### src/assert_macros.svh
// Assertion macros for the RTL file that carries checks.
`ifndef ASSERT_MACROS_SVH
`define ASSERT_MACROS_SVH

// Clocked check, disabled while reset is high.
`define ASSERT_RST(lbl, clk, rst, prop, msg) \
   lbl: assert property (@(posedge clk) disable iff (rst) prop) else $error(msg);

// Clocked check that also holds during reset.
`define ASSERT_ALWAYS(lbl, clk, prop, msg) \
   lbl: assert property (@(posedge clk) prop) else $error(msg);

`endif

### src/wwls_pkg.sv
// Package: shared types and constants of the weighted win/loss sweep.
package wwls_pkg;

   localparam int ENTRIES_DEF     = 1024;
   localparam int TIME_BITS_DEF   = 32;
   localparam int WEIGHT_BITS_DEF = 16;

   localparam logic [62:0] SAT_MAX = {63{1'b1}};

   typedef enum logic [1:0] {
      CMD_LOAD_HIGH = 2'd0,
      CMD_LOAD_LOW  = 2'd1,
      CMD_FINISH    = 2'd2,
      CMD_UNUSED    = 2'd3
   } cmd_type;

   typedef enum logic [1:0] {
      KIND_HIGH,
      KIND_LOW,
      KIND_FINISH,
      KIND_NOP
   } kind_type;

   typedef enum logic [1:0] {
      ST_IDLE,
      ST_SCAN,
      ST_MUL,
      ST_OUT
   } state_type;

   typedef struct packed {
      logic [1:0]  command;
      logic [31:0] time_req;
      logic        status;
      logic [15:0] weight;
   } req_type;

   typedef struct packed {
      logic [62:0] wins;
      logic [62:0] losses;
      logic        overflow;
   } rsp_type;

   // Classified item handed from the front to the back.
   typedef struct packed {
      kind_type    kind;
      logic [31:0] time_req;
      logic        status;
      logic [15:0] weight;
   } item_type;

   // Back-end status seen by the top level checks.
   typedef struct packed {
      logic busy;
      logic high_ok;
      logic low_ok;
      logic counts_zero;
   } stat_type;

endpackage

### src/wwls_front.sv
// Front end: accepts request items, classifies them and queues all but unused commands.
module wwls_front (
   input  logic              clock,
   input  logic              reset,
   input  logic              req_valid,
   output logic              req_ready,
   input  wwls_pkg::req_type req,
   output logic              q_valid,
   output wwls_pkg::item_type q_item,
   input  logic              q_ready
);
   import wwls_pkg::*;

   item_type   slot_ff [2];
   logic       wr_ptr_ff, wr_ptr_in;
   logic       rd_ptr_ff, rd_ptr_in;
   logic [1:0] count_ff, count_in;
   item_type   cls;
   logic       push, pop;

   // Decode the command into an item kind
   always_comb begin
      cls.time_req = req.time_req;
      cls.status   = req.status;
      cls.weight   = req.weight;
      unique case (cmd_type'(req.command))
         CMD_LOAD_HIGH: cls.kind = KIND_HIGH;
         CMD_LOAD_LOW:  cls.kind = KIND_LOW;
         CMD_FINISH:    cls.kind = KIND_FINISH;
         default:       cls.kind = KIND_NOP;
      endcase
   end

   assign req_ready = (count_ff != 2'd2);
   assign push      = req_valid && req_ready && (cls.kind != KIND_NOP);
   assign q_valid   = (count_ff != 2'd0);
   assign q_item    = slot_ff[rd_ptr_ff];
   assign pop       = q_valid && q_ready;

   // Two-entry queue pointers
   always_comb begin
      wr_ptr_in = push ? ~wr_ptr_ff : wr_ptr_ff;
      rd_ptr_in = pop ? ~rd_ptr_ff : rd_ptr_ff;
      count_in  = count_ff + 2'(push) - 2'(pop);
   end

   always_ff @(posedge clock) begin
      if (reset) begin
         wr_ptr_ff <= 1'b0;
         rd_ptr_ff <= 1'b0;
         count_ff  <= 2'd0;
      end else begin
         wr_ptr_ff <= wr_ptr_in;
         rd_ptr_ff <= rd_ptr_in;
         count_ff  <= count_in;
      end
   end

   always_ff @(posedge clock) begin
      if (push) begin
         slot_ff[wr_ptr_ff] <= cls;
      end
   end

endmodule

### config.mk
export PLATFORM = sky130hd
export DESIGN_NAME = wwls_front
export DESIGN_NICKNAME = d
export VERILOG_FILES = /design/src/assert_macros.svh /design/src/wwls_pkg.sv /design/src/wwls_front.sv
export SDC_FILE = /design/constraint.sdc
export NUM_CORES = 1
export LEC_CHECK = 0
export ABC_CLOCK_PERIOD_IN_PS = 4700
export BUFFER_PORTS_ARGS = -buffer_cell sky130_fd_sc_hd__clkbuf_2
export CAP_MARGIN = 20
export CORE_MARGIN = 2
export CORE_UTILIZATION = 50
export CTS_CLUSTER_DIAMETER = 40
export DETAILED_ROUTE_END_ITERATION = 8
export PLACE_DENSITY = 0.78
export RECOVER_POWER = 50
export SYNTH_ARGS = -nofsm -noshare
export SYNTH_HDL_FRONTEND = slang
export SYNTH_SLANG_ARGS = --single-unit
### constraint.sdc
create_clock -name clock -period 4.7 [get_ports clock]
set_clock_uncertainty 0.1 [all_clocks]
set_input_delay 0.94 -clock clock [delete_from_list [all_inputs] [get_ports clock]]
set_output_delay 0.94 -clock clock [all_outputs]
set_load 0.1 [all_outputs]
==> results.json, run 1 <==
{
  "clkPwrFrac": 0.199,
  "dr_total_vias": 2027,
  "hold_path_class": "reg -> reg",
  "ys_ff_latch": 107,
  "outcome": "finished, violations left",
  "cts_tree": "yes",
  "cts_root_buf": "clkbuf_8",
  "rsz0062_at_grt": "no",
  "crit_required_ns": 4.64,
  "drc": 0,
  "crit_path_start": "req[49]",
  "synth_simple_gate_area_frac": 0.02466,
  "htreeDepth": 3,
  "multi_input_area_um2": 742.0,
  "cts.clk_slew.worst_paths_ns": 0.09,
  "cts_buffers": 9,
  "synth_area_mm2": 0.003958,
  "synth_ff_type": "edfxtp_1",
  "rows": 32,
  "max_freq_ghz": 0.2950,
  "area.sequential_mm2": 0.003164,
  "synth_mux_area_frac": 0.1489,
  "start_util": 0.5148,
  "hold_viol": 0,
  "path_max_fanout": 35,
  "final_util": 0.6170,
  "holdPathStages": 2,
  "slew_headroom": -0.07558,
  "yosysWarnings": 0,
  "wirelength_um": 6543,
  "core_mm2": 0.007687,
  "synthXorXnorAreaFrac": 0.004426,
  "p_seq_frac": 0.413,
  "insertion_delay_ns": 0.35,
  "grt_pass1_wl_um": 9708,
  "cts.path.max_buffers": 2,
  "die_area_mm2": 0.008642,
  "p_per_area_mw_per_mm2": 612.0,
  "post_cts_buffers": 0,
  "fin_tns_setup_ns": 0,
  "grt.total_usage": 0.1529,
  "clock_sinks": 107,
  "peakVddDrop_mv": 0.3160,
  "avgSynthCellArea_um2": 20.61,
  "synth_edf_count": 102,
  "rr_startpoint": "count_ff[0]",
  "grt-ovfl-total": 0,
  "finalCriticalPeriod_ns": 3.390,
  "grt_use_met3": 0.04312,
  "grt_max_degree": 36,
  "grt_pass1_vias": 2036,
  "vias_per_cell": 4.932,
  "reg2reg_to": "slot_ff[1][29]",
  "fp.dieW_um": 92.97,
  "synthesis.nets": 248,
  "final_nets": 361,
  "drv_cap": 1,
  "worst_slack_ns": 1.310,
  "dp_worst_setup_slack_ns": 1.657,
  "p_leak_uw": 0.001699,
  "min_from": "rd_ptr_ff",
  "slew_violations": 36,
  "dr.pass1.iters": 4,
  "critPathKind": "in -> reg",
  "dp_hpwl_um": 4402,
  "fillers": 596,
  "antenna_cells": 0,
  "synthArstFlopShare": 0,
  "critPathCaptureType": "flop",
  "tightestPinTransition_ns": 1.613,
  "yosys.cell_types.count": 22,
  "syn_inst": 192,
  "fp.dieH_um": 92.97,
  "grtUsageMet2": 0.2603,
  "crit_path_start_kind": "input port",
  "holdBufCountCts": 0,
  "arrival_ns": 3.33,
  "grt_antenna_before_repair": 0,
  "yosysSeqAreaShare": 0.7992,
  "drt_iter0_markers": 32,
  "finalCritPeriodShare": 0.7213,
  "numPortBuffers": 107,
  "switching_power_uw": 1281,
  "place.gp.congestion": 0.6842,
  "p_sw_frac": 0.4414,
  "ctsResizeCount": 0,
  "syn_to_final_growth_pct": 19.85,
  "drive_above_1_share": 0.2686,
  "synth_compound_area_frac": 0.01043,
  "reg2reg_depth": 3,
  "r2r_slack_ns": 1.95,
  "power_frac_comb": 0.388,
  "violations": "capacitance limit, slew limit",
  "synth_adder_area_share": 0.003162,
  "grtUsageMet1": 0.1905,
  "synth_top_family_by_area": "multiplexers",
  "p_int_uw": 1622,
  "finalSetupViolations": 0,
  "grt.busiest_layer": "met2",
  "wl_per_cell_um": 15.92,
  "num_io_pins": 108,
  "antenna_left": 0
}
==> critical path, cell delays in order <==
cell	delay [ns]
clkbuf_1	0.09
a21boi_0	0.50
and3_1	1.35
buf_4	0.45
==> power by group through the flow <==
stage                     Sequential [µW]  Combinational [µW]  Clock, µW
after floorplan                      1190                1010          0
after global placement               1220                1130          0
after detailed placement             1220                1140          0
after CTS                            1200                1140        596
after global routing                 1210                1160        632
final                                1200                1130        579
==> synth_stat cells (all sizes together) (2+ instances only) <==
cell / count / share of area
nor2b: 2 / 0.0051
mux2: 52 / 0.15
xor2: 2 / 0.0044
buf: 5 / 0.0063
dfxtp: 5 / 0.025
a21oi: 2 / 0.0025
nor2: 6 / 0.0057
clkbuf: 3 / 0.0028
nand2: 3 / 0.0028
edfxtp: 102 / 0.77
==> routing by layer <==
layer	vias to the layer above	wire length (µm)
met4	0	77
met3	8	411
met2	78	3314
li1	966	-
met1	975	2739
met5	-	0
==> cell type report <==
class | count | share of cell area
multi-input cells | 77 | 0.1564
flip-flops and latches | 107 | 0.6671
well taps | 102 | 0.02691
clock buffers | 10 | 0.02691
clock inverters | 5 | 0.01635
repair buffers | 110 | 0.1063
==> flip-flops by register name, indices dropped and copies added, names as in the netlist, named ones only <==
register / count
rd_ptr_ff: 1
slot_ff: 102
wr_ptr_ff: 1
count_ff: 2
==> placed cells by master, fill, tap and decap left out <==
master     netlist  layout
nand2b_1         1       1
nor2_4           0       1
o21ai_0          1       1
and2b_1          1       1
or3_4            1       1
a21oi_1          2       2
and3_1           0       1
clkinv_2         0       1
buf_4            0       3
nand2_1          3       3
clkbuf_1         3      43
a21boi_0         0       1
nor2b_1          1       2
clkbuf_8         0       9
buf_1            0       1
nand3_1          1       1
bufinv_16        0       2
edfxtp_1       102     102
or2_0            0       1
xor2_1           2       2
nor2_1           6       5
dfxtp_2          0       1
a211oi_1         1       1
ha_1             1       1
mux2_1          51      52
dfxtp_1          5       4
clkbuf_2         0      64
clkinv_1         0       1
inv_6            0       1
==> kinds of logic (layout without fill, tap and decap cells) <==
logic type / after synthesis / in the layout
XOR/XNOR: 2 / 2
AND/OR/NAND/NOR: 17 / 17
multiplexers: 52 / 52
flip-flops: 107 / 107
AO/OA/AOI/OAI: 5 / 5
buffers and inverters: 8 / 125
adder cells (fa/ha/maj): 1 / 1
==> metrics by stage <==
stage	area, µm²	total power [µW]	cells	hold slack (ns)
4_1_cts	4821	2942	411	0.4327
6_report	4743	2903	411	0.4350
3_3_place_gp	4616	2350	396	0.3851
2_1_floorplan	3958	2196	192	0.3725
5_1_grt	4743	3005	411	0.4632
3_5_place_dp	4616	2364	396	0.4021
==> worst max path at each step <==
stage | endpoint | depth (start not counted) | slack, ns
after global routing | slot_ff[1][20] | 4 | 1.02
final | slot_ff[1][29] | 4 | 1.31
after floorplan | slot_ff[0][0] | 3 | 0.55
after detailed placement | q_item[5] | 3 | 1.66
after CTS | q_item[5] | 3 | 1.25
after global placement | q_item[5] | 3 | 1.66
No activity file was read; power rests on OpenSTA's default activity.
==> run 2, diff against run 1 <==
--- a/config.mk
+++ b/config.mk
@@ -5,7 +5,7 @@
 export SDC_FILE = /design/constraint.sdc
 export NUM_CORES = 1
 export LEC_CHECK = 0
-export ABC_CLOCK_PERIOD_IN_PS = 4700
+export ABC_CLOCK_PERIOD_IN_PS = 3300
 export BUFFER_PORTS_ARGS = -buffer_cell sky130_fd_sc_hd__clkbuf_2
 export CAP_MARGIN = 20
 export CORE_MARGIN = 2
==> constraint.sdc (replaced) <==
create_clock -name clock -period 3.3 [get_ports clock]
set_clock_uncertainty 0.1 [all_clocks]
set_input_delay 0.66 -clock clock [delete_from_list [all_inputs] [get_ports clock]]
set_output_delay 0.66 -clock clock [all_outputs]
set_load 0.1 [all_outputs]
==> run 2 against run 1 <==
  * The run now ends clean
  * Final cell count is 0.24% higher
  * Combinational power is 45% higher
  * Sequential share of layout area stayed put
  * Sequential power is 39% higher
  * Critical endpoint is now slot_ff[0][46]
==> results.json, run 2 (synthesis gave the netlist of run 1 again) <==
{
  "cts.clk_slew.worst_paths_ns": 0.09,
  "p_per_area_mw_per_mm2": 853.5,
  "max_freq_ghz": 0.3759,
  "crit_path_start_kind": "input port",
  "grt_pass1_vias": 2019,
  "core_mm2": 0.007687,
  "critPathKind": "in -> reg",
  "num_io_pins": 108,
  "vias_per_cell": 4.835,
  "grt.total_usage": 0.1452,
  "holdPathStages": 1,
  "syn_to_final_growth_pct": 19.85,
  "final_util": 0.6170,
  "reg2reg_depth": 4,
  "fp.dieH_um": 92.97,
  "clock_sinks": 107,
  "dr.pass1.iters": 4,
  "cts.path.max_buffers": 2,
  "grt_pass1_wl_um": 9239,
  "numPortBuffers": 107,
  "cts_tree": "yes",
  "peakVddDrop_mv": 0.4974,
  "place.gp.congestion": 0.7502,
  "cts_buffers": 9,
  "largest_reg_flops": 102,
  "drc": 0,
  "rsz0062_at_grt": "no",
  "insertion_delay_ns": 0.35,
  "cts_root_buf": "clkbuf_8",
  "tightestPinTransition_ns": 1.316,
  "largest_register": "slot_ff",
  "ctsResizeCount": 0,
  "wirelength_um": 6095,
  "fin_hold_ws_ns": 0.3899,
  "holdBufCountCts": 0,
  "p_total_uw": 4048,
  "die_area_mm2": 0.008642,
  "fin_tns_setup_ns": 0,
  "grt_antenna_before_repair": 0,
  "fp.dieW_um": 92.97,
  "layout_commonest_cell": "edfxtp_1",
  "wl_per_cell_um": 14.79,
  "critPathCaptureType": "flop",
  "finalCritPeriodShare": 0.8061,
  "htreeDepth": 3,
  "post_cts_buffers": 0,
  "grt_max_degree": 52,
  "grt-ovfl-total": 0,
  "drt_iter0_markers": 102,
  "final_cells": 412,
  "slew_violations": 0,
  "arrival_ns": 2.53,
  "layout_common_cells": "102 x edfxtp_1, 67 x clkbuf_2, 51 x mux2_1",
  "final_nets": 362,
  "dp_cells": 397,
  "finalCriticalPeriod_ns": 2.660,
  "rows": 32,
  "dr_total_vias": 1992,
  "hold_viol": 0,
  "antenna_left": 0,
  "reg_top3": "slot_ff (102), count_ff (2)",
  "crit_required_ns": 3.17,
  "fillers": 616,
  "hold_path_class": "in -> reg",
  "drv_cap": 0,
  "antenna_cells": 0,
  "start_util": 0.5148,
  "p_leak_uw": 0.001698,
  "finalSetupViolations": 0,
  "drive_above_1_share": 0.2806,
  "outcome": "finished clean",
  "slew_headroom": 0.1226,
  "path_max_fanout": 51,
  "dp_hpwl_um": 4040
}
## run 2: path summary, 6_finish.rpt
check / startpoint / end / slack [ns]
worst max-delay path: req[49] / slot_ff[0][46] / 0.64
worst max register to register: count_ff[0] / slot_ff[0][46] / 0.92
worst min register to register: rd_ptr_ff / flop / 0.41
worst min-delay path: req[1] / slot_ff[1][1] / 0.39
## run 2: routing by layer
metal  GRT usage  vias up  wire length, µm
met1      0.1679      950             2560
met2      0.2524       63             3064
li1            -      967                -
met3     0.03173       12              340
met5           0        -                0
met4     0.07721        0              129
## run 2: through the flow
stage / worst slack, ns / cell area, µm²
global placement: 1.010 / 4636
global route: 0.4006 / 4743
detailed placement: 1.006 / 4636
floorplan: 0.5018 / 3965
CTS: 0.7193 / 4817
finish: 0.6398 / 4743
## run 2: worst max-delay path, cell delays in order
cell and delay, ns:
clkbuf_1 0.09, a21boi_0 0.44, nand2_1 0.21, nor2_4 0.11
clkbuf_2 0.96
## run 2: final cells by class
class / count / area [µm²] / share of cell area
flip-flops and latches: 107 / 3164 / 0.6671
multi-input cells: 77 / 745.7 / 0.1572
repair buffers: 111 / 524.3 / 0.1105
well taps: 102 / 127.6 / 0.02691
clock buffers: 9 / 123.9 / 0.02611
clock inverters: 6 / 57.56 / 0.01213
## run 2: where the power goes
part / leakage [µW] / internal [µW] / switching (µW) / total, µW
sequential: 0.000987 / 1640 / 37.4 / 1670
clock: 0.0000862 / 340 / 394 / 734
combinational: 0.000625 / 261 / 1380 / 1640
total: 0.00170 / 2240 / 1810 / 4050
